File: config.mk
export PLATFORM = sky130hd
export DESIGN_NAME = lru_branch_target_buffer_flat
export DESIGN_NICKNAME = d
export VERILOG_FILES = /design/src/design/btb_pkg.sv /design/src/design/btb_if.sv /design/src/design/btb_tag_array.sv /design/src/design/btb_data_ram.sv /design/src/design/lru_branch_target_buffer.sv /design/src/flat_wrapper.sv
export SDC_FILE = /design/constraint.sdc
export NUM_CORES = 2
export LEC_CHECK = 0
export BUFFER_PORTS_ARGS = -buffer_cell sky130_fd_sc_hd__buf_2
export CAP_MARGIN = 20
export CORE_ASPECT_RATIO = 0.75
export CORE_MARGIN = 2
export CORE_UTILIZATION = 59
export CTS_BUF_LIST = sky130_fd_sc_hd__clkbuf_4
export CTS_CLUSTER_DIAMETER = 200
export DETAILED_ROUTE_END_ITERATION = 8
export PLACE_DENSITY = 0.89
export SETUP_SLACK_MARGIN = 0.1
export SLEW_MARGIN = 5
export SYNTH_ARGS = -nofsm -noshare
export SYNTH_HDL_FRONTEND = slang
export SYNTH_SLANG_ARGS = --single-unit
File: constraint.sdc
create_clock -name clock -period 7.05 [get_ports clock]
set_clock_uncertainty 0.1 [all_clocks]
set_input_delay 0.3525 -clock clock [delete_from_list [all_inputs] [get_ports clock]]
set_output_delay 0.3525 -clock clock [all_outputs]
set_load 0.01 [all_outputs]
File: src/design/btb_pkg.sv
package btb_pkg;

   localparam int ADDR_W = 32;
   localparam int CNT_W  = 2;

   typedef logic [ADDR_W-1:0] addr_type;
   typedef logic [CNT_W-1:0]  counter_type;

   localparam logic REQ_PREDICT = 1'b0;
   localparam logic REQ_UPDATE  = 1'b1;

   localparam counter_type CNT_STRONG_NOT_TAKEN = 2'd0;
   localparam counter_type CNT_WEAK_TAKEN       = 2'd2;
   localparam counter_type CNT_STRONG_TAKEN     = 2'd3;

   typedef struct packed {
      addr_type    dest;
      counter_type counter;
   } entry_data_type;

   typedef struct packed {
      logic strobe;
      logic update;
   } lookup_ctl_type;

   typedef struct packed {
      logic hit;
      logic install;
   } lookup_res_type;

endpackage

File: src/design/btb_if.sv
interface btb_req_if;
   logic               valid;
   logic               ready;
   logic               req_type;
   btb_pkg::addr_type  branch_pc;
   btb_pkg::addr_type  branch_target;
   logic               taken;

   modport source (output valid, output req_type, output branch_pc, output branch_target,
                   output taken, input ready);
   modport sink   (input valid, input req_type, input branch_pc, input branch_target,
                   input taken, output ready);
endinterface

interface btb_rsp_if;
   logic               valid;
   logic               ready;
   btb_pkg::addr_type  predicted_target;

   modport source (output valid, output predicted_target, input ready);
   modport sink   (input valid, input predicted_target, output ready);
endinterface

File: src/design/btb_tag_array.sv
module btb_tag_array #(
   parameter int ENTRIES = 16,
   parameter int IDX_W   = 4
) (
   input  logic                    clock,
   input  logic                    reset,
   input  btb_pkg::lookup_ctl_type ctl,
   input  btb_pkg::addr_type       pc,
   output btb_pkg::lookup_res_type res,
   output logic [IDX_W-1:0]        slot
);

   localparam logic [IDX_W-1:0] RANK_LAST = IDX_W'(ENTRIES - 1);

   logic [ENTRIES-1:0]      valid_ff;
   logic [ENTRIES-1:0]      valid_in;
   btb_pkg::addr_type       source_ff [ENTRIES];
   logic [IDX_W-1:0]        rank_ff   [ENTRIES];
   logic [IDX_W-1:0]        rank_in   [ENTRIES];

   logic [ENTRIES-1:0]      match;
   logic                    hit;
   logic [IDX_W-1:0]        hit_idx;
   logic [IDX_W-1:0]        hit_rank;
   logic [IDX_W-1:0]        free_idx;
   logic [IDX_W-1:0]        victim_idx;
   logic                    full;
   logic                    do_install;
   logic                    do_touch;

   always_comb begin
      hit_idx    = '0;
      hit_rank   = '0;
      victim_idx = '0;
      free_idx   = '0;
      for (int i = 0; i < ENTRIES; i++) begin
         match[i] = valid_ff[i] && (source_ff[i] == pc);
         if (match[i]) begin
            hit_idx  = hit_idx | IDX_W'(i);
            hit_rank = hit_rank | rank_ff[i];
         end
         if (rank_ff[i] == RANK_LAST) begin
            victim_idx = victim_idx | IDX_W'(i);
         end
      end
      for (int i = ENTRIES - 1; i >= 0; i--) begin
         if (!valid_ff[i]) begin
            free_idx = IDX_W'(i);
         end
      end
   end

   assign hit        = |match;
   assign full       = &valid_ff;
   assign slot       = hit ? hit_idx : (full ? victim_idx : free_idx);
   assign do_install = ctl.strobe && ctl.update && !hit;
   assign do_touch   = ctl.strobe && hit;
   assign res.hit     = hit;
   assign res.install = ctl.update && !hit;

   // The chosen entry becomes most recent; entries younger than it age by one.
   // An install ages every other valid entry, the victim having been the oldest.
   always_comb begin
      for (int i = 0; i < ENTRIES; i++) begin
         valid_in[i] = valid_ff[i];
         rank_in[i]  = rank_ff[i];
         if (do_install) begin
            if (slot == IDX_W'(i)) begin
               valid_in[i] = 1'b1;
               rank_in[i]  = '0;
            end else if (valid_ff[i]) begin
               rank_in[i] = rank_ff[i] + 1'b1;
            end
         end else if (do_touch) begin
            if (slot == IDX_W'(i)) begin
               rank_in[i] = '0;
            end else if (valid_ff[i] && (rank_ff[i] < hit_rank)) begin
               rank_in[i] = rank_ff[i] + 1'b1;
            end
         end
      end
   end

   always_ff @(posedge clock) begin
      if (reset) begin
         valid_ff <= '0;
         for (int i = 0; i < ENTRIES; i++) begin
            rank_ff[i] <= '0;
         end
      end else begin
         valid_ff <= valid_in;
         for (int i = 0; i < ENTRIES; i++) begin
            rank_ff[i] <= rank_in[i];
         end
      end
   end

   always_ff @(posedge clock) begin
      for (int i = 0; i < ENTRIES; i++) begin
         if (do_install && (slot == IDX_W'(i))) begin
            source_ff[i] <= pc;
         end
      end
   end

endmodule

File: src/design/btb_data_ram.sv
module btb_data_ram #(
   parameter int ENTRIES = 16,
   parameter int IDX_W   = 4
) (
   input  logic                    clock,
   input  logic                    wr_en,
   input  logic [IDX_W-1:0]        wr_addr,
   input  btb_pkg::entry_data_type wr_data,
   input  logic                    rd_en,
   input  logic [IDX_W-1:0]        rd_addr,
   output btb_pkg::entry_data_type rd_data_ff
);

   btb_pkg::entry_data_type mem [ENTRIES];

   always_ff @(posedge clock) begin
      if (wr_en) begin
         mem[wr_addr] <= wr_data;
      end
   end

   always_ff @(posedge clock) begin
      if (rd_en) begin
         rd_data_ff <= mem[rd_addr];
      end
   end

endmodule

File: src/design/lru_branch_target_buffer.sv
// A predict word passes the lookup and modify stages before its result is held in the output
// register. No new word is accepted while one is in the lookup stage, owing to the associative
// lookup and the read-modify-write of the target and counter memory through its single port pair.
// Reset (synchronous) clears the valid bits, the recency ranks and the pipeline; the data
// memory is not cleared and needs no clearing pass.
module lru_branch_target_buffer #(
   parameter int ENTRIES = 16
) (
   input logic       clock,
   input logic       reset,
   btb_req_if.sink   req_bus,
   btb_rsp_if.source rsp_bus
);

   localparam int IDX_W = (ENTRIES > 1) ? $clog2(ENTRIES) : 1;

   logic                    accept;
   logic                    a_valid_ff;
   logic                    a_update_ff;
   btb_pkg::addr_type       a_pc_ff;
   btb_pkg::addr_type       a_target_ff;
   logic                    a_taken_ff;

   btb_pkg::lookup_ctl_type lookup_ctl;
   btb_pkg::lookup_res_type lookup_res;
   logic [IDX_W-1:0]        lookup_slot;

   logic                    b_valid_ff;
   logic                    b_valid_in;
   logic                    b_update_ff;
   logic                    b_hit_ff;
   logic                    b_install_ff;
   logic [IDX_W-1:0]        b_slot_ff;
   btb_pkg::addr_type       b_target_ff;
   logic                    b_taken_ff;
   logic                    b_done;

   btb_pkg::entry_data_type rd_data;
   btb_pkg::entry_data_type wr_data;
   btb_pkg::counter_type    cnt_cur;
   btb_pkg::counter_type    cnt_in;

   logic                    rsp_valid_ff;
   logic                    rsp_valid_in;
   btb_pkg::addr_type       rsp_target_ff;
   btb_pkg::addr_type       rsp_target_in;

   assign b_done = b_valid_ff && (b_update_ff || !rsp_valid_ff || rsp_bus.ready);
   assign req_bus.ready = !a_valid_ff && (!b_valid_ff || b_done);
   assign accept = req_bus.valid && req_bus.ready;

   always_ff @(posedge clock) begin
      if (reset) begin
         a_valid_ff <= 1'b0;
      end else begin
         a_valid_ff <= accept;
      end
   end

   always_ff @(posedge clock) begin
      if (accept) begin
         a_update_ff <= (req_bus.req_type == btb_pkg::REQ_UPDATE);
         a_pc_ff     <= req_bus.branch_pc;
         a_target_ff <= req_bus.branch_target;
         a_taken_ff  <= req_bus.taken;
      end
   end

   assign lookup_ctl.strobe = a_valid_ff;
   assign lookup_ctl.update = a_update_ff;

   btb_tag_array #(
      .ENTRIES (ENTRIES),
      .IDX_W   (IDX_W)
   ) u_tags (
      .clock (clock),
      .reset (reset),
      .ctl   (lookup_ctl),
      .pc    (a_pc_ff),
      .res   (lookup_res),
      .slot  (lookup_slot)
   );

   assign b_valid_in = a_valid_ff || (b_valid_ff && !b_done);

   always_ff @(posedge clock) begin
      if (reset) begin
         b_valid_ff <= 1'b0;
      end else begin
         b_valid_ff <= b_valid_in;
      end
   end

   always_ff @(posedge clock) begin
      if (a_valid_ff) begin
         b_update_ff  <= a_update_ff;
         b_hit_ff     <= lookup_res.hit;
         b_install_ff <= lookup_res.install;
         b_slot_ff    <= lookup_slot;
         b_target_ff  <= a_target_ff;
         b_taken_ff   <= a_taken_ff;
      end
   end

   // A new entry starts weakly taken with the resolved target; a hit keeps its target.
   assign cnt_cur = b_install_ff ? btb_pkg::CNT_WEAK_TAKEN : rd_data.counter;

   always_comb begin
      if (b_taken_ff) begin
         cnt_in = (cnt_cur == btb_pkg::CNT_STRONG_TAKEN) ? cnt_cur : cnt_cur + 2'd1;
      end else begin
         cnt_in = (cnt_cur == btb_pkg::CNT_STRONG_NOT_TAKEN) ? cnt_cur : cnt_cur - 2'd1;
      end
   end

   assign wr_data.dest    = b_install_ff ? b_target_ff : rd_data.dest;
   assign wr_data.counter = cnt_in;

   btb_data_ram #(
      .ENTRIES (ENTRIES),
      .IDX_W   (IDX_W)
   ) u_data (
      .clock      (clock),
      .wr_en      (b_done && b_update_ff),
      .wr_addr    (b_slot_ff),
      .wr_data    (wr_data),
      .rd_en      (a_valid_ff),
      .rd_addr    (lookup_slot),
      .rd_data_ff (rd_data)
   );

   always_comb begin
      rsp_valid_in  = rsp_valid_ff && !rsp_bus.ready;
      rsp_target_in = rsp_target_ff;
      if (b_done && !b_update_ff) begin
         rsp_valid_in  = 1'b1;
         rsp_target_in = (b_hit_ff && rd_data.counter[1]) ? rd_data.dest : '0;
      end
   end

   always_ff @(posedge clock) begin
      if (reset) begin
         rsp_valid_ff <= 1'b0;
      end else begin
         rsp_valid_ff <= rsp_valid_in;
      end
   end

   always_ff @(posedge clock) begin
      rsp_target_ff <= rsp_target_in;
   end

   assign rsp_bus.valid            = rsp_valid_ff;
   assign rsp_bus.predicted_target = rsp_target_ff;

   // The lookup stage always finds the modify stage empty.
   assert property (@(posedge clock) disable iff (reset) !(a_valid_ff && b_valid_ff))
      else $error("lookup and modify stages hold words at once");

   assert property (@(posedge clock) disable iff (reset) accept |=> a_valid_ff)
      else $error("accepted word did not enter the lookup stage");

   // A new result appears only after a predict word leaves the modify stage.
   assert property (@(posedge clock) disable iff (reset)
      $rose(rsp_valid_ff) |-> $past(b_valid_ff && !b_update_ff))
      else $error("result word raised without a predict word");

endmodule

File: src/flat_wrapper.sv
// flat-port wrapper written by rule: the top's interface ports become plain ports
module lru_branch_target_buffer_flat 
#(
   parameter int ENTRIES = 16
)
  (clock, reset, req_bus_valid, req_bus_req_type, req_bus_branch_pc, req_bus_branch_target, req_bus_taken, req_bus_ready, rsp_bus_valid, rsp_bus_predicted_target, rsp_bus_ready);
  btb_req_if req_bus_i ();
  btb_rsp_if rsp_bus_i ();
  input logic clock;
  input logic reset;
  input wire logic [$bits(req_bus_i.valid)-1:0] req_bus_valid;
  input wire logic [$bits(req_bus_i.req_type)-1:0] req_bus_req_type;
  input wire logic [$bits(req_bus_i.branch_pc)-1:0] req_bus_branch_pc;
  input wire logic [$bits(req_bus_i.branch_target)-1:0] req_bus_branch_target;
  input wire logic [$bits(req_bus_i.taken)-1:0] req_bus_taken;
  output wire logic [$bits(req_bus_i.ready)-1:0] req_bus_ready;
  output wire logic [$bits(rsp_bus_i.valid)-1:0] rsp_bus_valid;
  output wire logic [$bits(rsp_bus_i.predicted_target)-1:0] rsp_bus_predicted_target;
  input wire logic [$bits(rsp_bus_i.ready)-1:0] rsp_bus_ready;
  assign req_bus_i.valid = req_bus_valid;
  assign req_bus_i.req_type = req_bus_req_type;
  assign req_bus_i.branch_pc = req_bus_branch_pc;
  assign req_bus_i.branch_target = req_bus_branch_target;
  assign req_bus_i.taken = req_bus_taken;
  assign req_bus_ready = req_bus_i.ready;
  assign rsp_bus_valid = rsp_bus_i.valid;
  assign rsp_bus_predicted_target = rsp_bus_i.predicted_target;
  assign rsp_bus_i.ready = rsp_bus_ready;
  lru_branch_target_buffer #(.ENTRIES(ENTRIES)) u_core (.clock(clock), .reset(reset), .req_bus(req_bus_i), .rsp_bus(rsp_bus_i));
endmodule
==> results.py <==
metrics = {
    "timing": {
        "period_share": 0.8511,
        "fmax_mhz": 166.7,
        "rsz0062_at_grt": "false",
        "fin_tns_setup_ns": 0,
        "fin_crit_ns": 6.000,
        "setup_viol": 0,
        "finalWorstSetupSlack_ns": 1.050,
        "slew_headroom": 0.1382,
        "fin_hold_ws_ns": 0.1667,
        "slew_violations": 0,
        "worst_slew_pin_slew_ns": 1.293,
        "hold_viol_final": 0,
    },
    "place": {
        "place_ws_ns": 1.421,
        "place.port_buffers": 103,
        "dp_cells": 5336,
        "place_area_um2": 59630,
        "dp_hpwl_um": 94790,
        "gp_congestion": 1.003,
    },
    "layout": {
        "layout-drive-gt1-share": 0.1779,
        "stdcell_area_um2": 64980,
        "area_growth_pct": 12.92,
        "nFillCells": 6307,
        "instances_no_fill": 6032,
        "fin_nets": 4625,
        "seqCellArea_um2": 38540,
        "multiInputGateArea_um2": 17640,
        "utilization": 0.6699,
    },
    "worst_setup_path": {
        "required_ns": 7.99,
        "critPathKind": "flop to flop",
        "crit_arrival_ns": 6.94,
        "worstPathMaxFanout": 18,
        "start_kind": "flop",
        "critPathCaptureType": "flop",
    },
    "floorplan": {
        "die_w_um": 364.6,
        "die_area_um2": 100100,
        "core_area_um2": 96990,
        "pin_count": 104,
        "start_util": 0.5933,
        "chipHeight_um": 274.5,
        "fp-row-count": 99,
    },
    "power": {
        "cell_internal_pwr_mw": 12.06,
        "p_comb_frac": 0.052,
        "finalPower_mw": 15.75,
        "p_sw_mw": 3.688,
        "peakVddDrop_mv": 0.1716,
        "power_frac_seq": 0.551,
        "power_density_nw_per_um2": 242.4,
        "clkPwrFrac": 0.398,
        "leakagePower_nw": 21.30,
        "switching_share": 0.2342,
    },
    "global_route": {
        "antenna_found_initial": 12,
        "gr-total-overflow": 0,
        "grtUsageTotal": 0.3334,
        "grt_pass1_vias": 40240,
        "grt_first_pass_wirelength_um": 247600,
        "grt_max_degree": 177,
    },
    "synth": {
        "synth_area_leaders": "edfxtp_1 (64%), xnor2_1 (7.1%), dfxtp_1 (2.9%), nand4_1 (2.6%), a211oi_1 (2.3%)",
        "synth_top_family_by_area": "simple AND/OR/NAND/NOR gates",
        "synth_seq_cells": 1311,
        "ys_seq_area_frac": 0.6697,
        "synth-edff-count": 1228,
        "netlist-cell-type-count": 90,
        "yosys.area.top_type": "edfxtp_1",
        "synth_compound_area_frac": 0.07406,
        "syn_nets": 4166,
        "synth_xor_area_frac": 0.07748,
        "synth_top_cell_area_share": 0.6408,
        "synth_ff_type": "edfxtp_1",
        "synth-adder-area-share": 0.01392,
        "synthCells": 4032,
        "async_flop_share": 0,
        "syn_area_um2": 57540,
        "synthSimpleGateAreaFrac": 0.1193,
        "synth_warnings": 0,
        "syn_avg_cell_area_um2": 14.27,
        "synth_mux_area_frac": 0.01761,
    },
    "cts": {
        "cts_setup_buffers": 0,
        "clkSinkCount": 1311,
        "insertion_delay_ns": 1.23,
        "numCtsBuffers": 327,
        "htreeDepth": 5,
        "cts_tree": "yes",
        "cts_root_buf": "clkbuf_4",
        "clockBufferDepth": 4,
        "clk_pin_slew_ns": 0.08,
        "cts_resized": 0,
    },
    "drt": {
        "routed_wl_um": 168100,
        "wl_per_cell_um": 27.87,
        "drtPass1Iterations": 9,
        "vias": 40860,
        "drcViolationCount": 12,
        "vias_per_cell": 6.773,
        "ant_nets": 0,
        "drt_iter0_drc": 6564,
    },
    "hold_path": {
        "hp-class": "input pin to flop",
    },
    "outcome": {
        "outcome": "complete, but fails checks",
        "failed_checks": "DRC",
    },
    "flow_run": {
        "maxCapViolCount": 0,
    },
}
## layout make-up
type                            instances  area share
Timing Repair Buffer                  365     0.04645
Sequential cell                      1311      0.5932
Tap cell                             1313     0.02528
Antenna cell                            9   0.0003466
Clock buffer                          479     0.05534
Clock inverter                         69    0.005238
Inverter                               43    0.002715
Multi-Input combinational cell       2443      0.2715
## routing by layer
| metal | up-vias | wire length, um | global-route usage |
|---|---|---|---|
| met1 | 19540 | 60880 | 0.4625 |
| met4 | 14 | 7680 | 0.1531 |
| met5 | - | 124 | 0.003348 |
| met2 | 3718 | 73470 | 0.4876 |
| li1 | 16880 | - | - |
| met3 | 698 | 25950 | 0.09829 |
## cells by family after synthesis
family | Yosys count
adders and majority gates | 64
xor gates and xnor gates | 509
buffers and inverters | 278
muxes | 97
AOI/OAI and AO/OA | 551
DFF | 1311
and+or+nand+nor | 1222
## worst paths after layout
kind,startpoint,to,slack [ns],cells past startpoint
worst min-delay path,rsp_bus_ready,u_core.rsp_bus.valid,0.17,4
worst max-delay path,u_core.a_pc_ff[20],u_core.u_tags.rank_ff[0][26],1.05,14
worst max register to register,u_core.a_pc_ff[20],u_core.u_tags.rank_ff[0][26],1.05,14
worst min register to register,u_core.a_target_ff[9],u_core.b_target_ff[9],0.29,0
## sequential cells by signal (all words and copies together), names as in the netlist, 4 cells and up
name                             flops
u_core.u_data.mem                  544
u_core.u_tags.source_ff            512
u_core.u_tags.rank_ff               64
u_core.u_data.rd_data_ff            34
u_core.a_pc_ff                      32
u_core.a_target_ff                  32
u_core.b_target_ff                  32
u_core.rsp_bus.predicted_target     32
u_core.u_tags.valid_ff              16
u_core.b_slot_ff                     4
## what timing repair did
item / 4_1_cts / 5_1_grt
endpoints found under the hold margin: 130 / 0
hold buffers: 139 / 0
setup endpoints to repair: 0 / 0
## worst max-delay path, cell delays in order, from the launching register on
cell      delay [ns]
edfxtp_1        1.13
buf_12          0.28
xnor2_1         0.17
nand4_1         0.16
or4_1           0.61
nor4_4          0.80
a22oi_1         0.29
nand3_1         0.17
nor2_1          0.11
buf_4           0.24
ha_1            0.26
o41ai_1         0.40
o211ai_1        0.34
or4b_1          0.58
a31oi_1         0.17
## placed cells by master, fill, tap and decap left out, types with 20 or more instances in the layout
master         Yosys  routed
mux2i_1           63      62
o31ai_1           22      22
o211ai_1          20      20
edfxtp_1        1228    1228
buf_4             61     108
nor3_1            61      51
a21boi_0          20      20
or4_1             44      44
a211oi_1         178     178
and3_1           205     205
dlygate4sd3_1      0     139
o21ai_0           34      34
nand4_1          239     239
xor2_1            41      41
nor2_1            90      70
nor4_1            50      48
nand3_1          138     138
dfxtp_1           83      82
xnor2_1          468     468
inv_1             38      38
clkbuf_4           0     479
mux2_2            34      34
a21oi_1           30      29
nand2b_1          30      30
buf_2             46     103
a311oi_1          38      38
clkinv_1           0      58
o21a_1            23      23
nand2_1          252     252
ha_1              64      64
## cells in the mapped netlist (all sizes together), types with 63 or more instances
master / n
edfxtp: 1228
xnor2: 468
nand2: 252
nand4: 239
and3: 206
a211oi: 192
buf: 147
nand3: 140
nor2: 91
clkbuf: 88
dfxtp: 83
ha: 64
mux2i: 63
## power by group through the flow
stage	logic (mW)	clock network [mW]	registers, mW
6_report	0.814	6.26	8.68
4_1_cts	0.780	6.22	8.67
3_5_place_dp	0.713	0	8.84
2_1_floorplan	0.469	0	8.81
5_1_grt	0.852	6.67	8.67
3_3_place_gp	0.688	0	8.83
(Power assumes the default switching activity.)
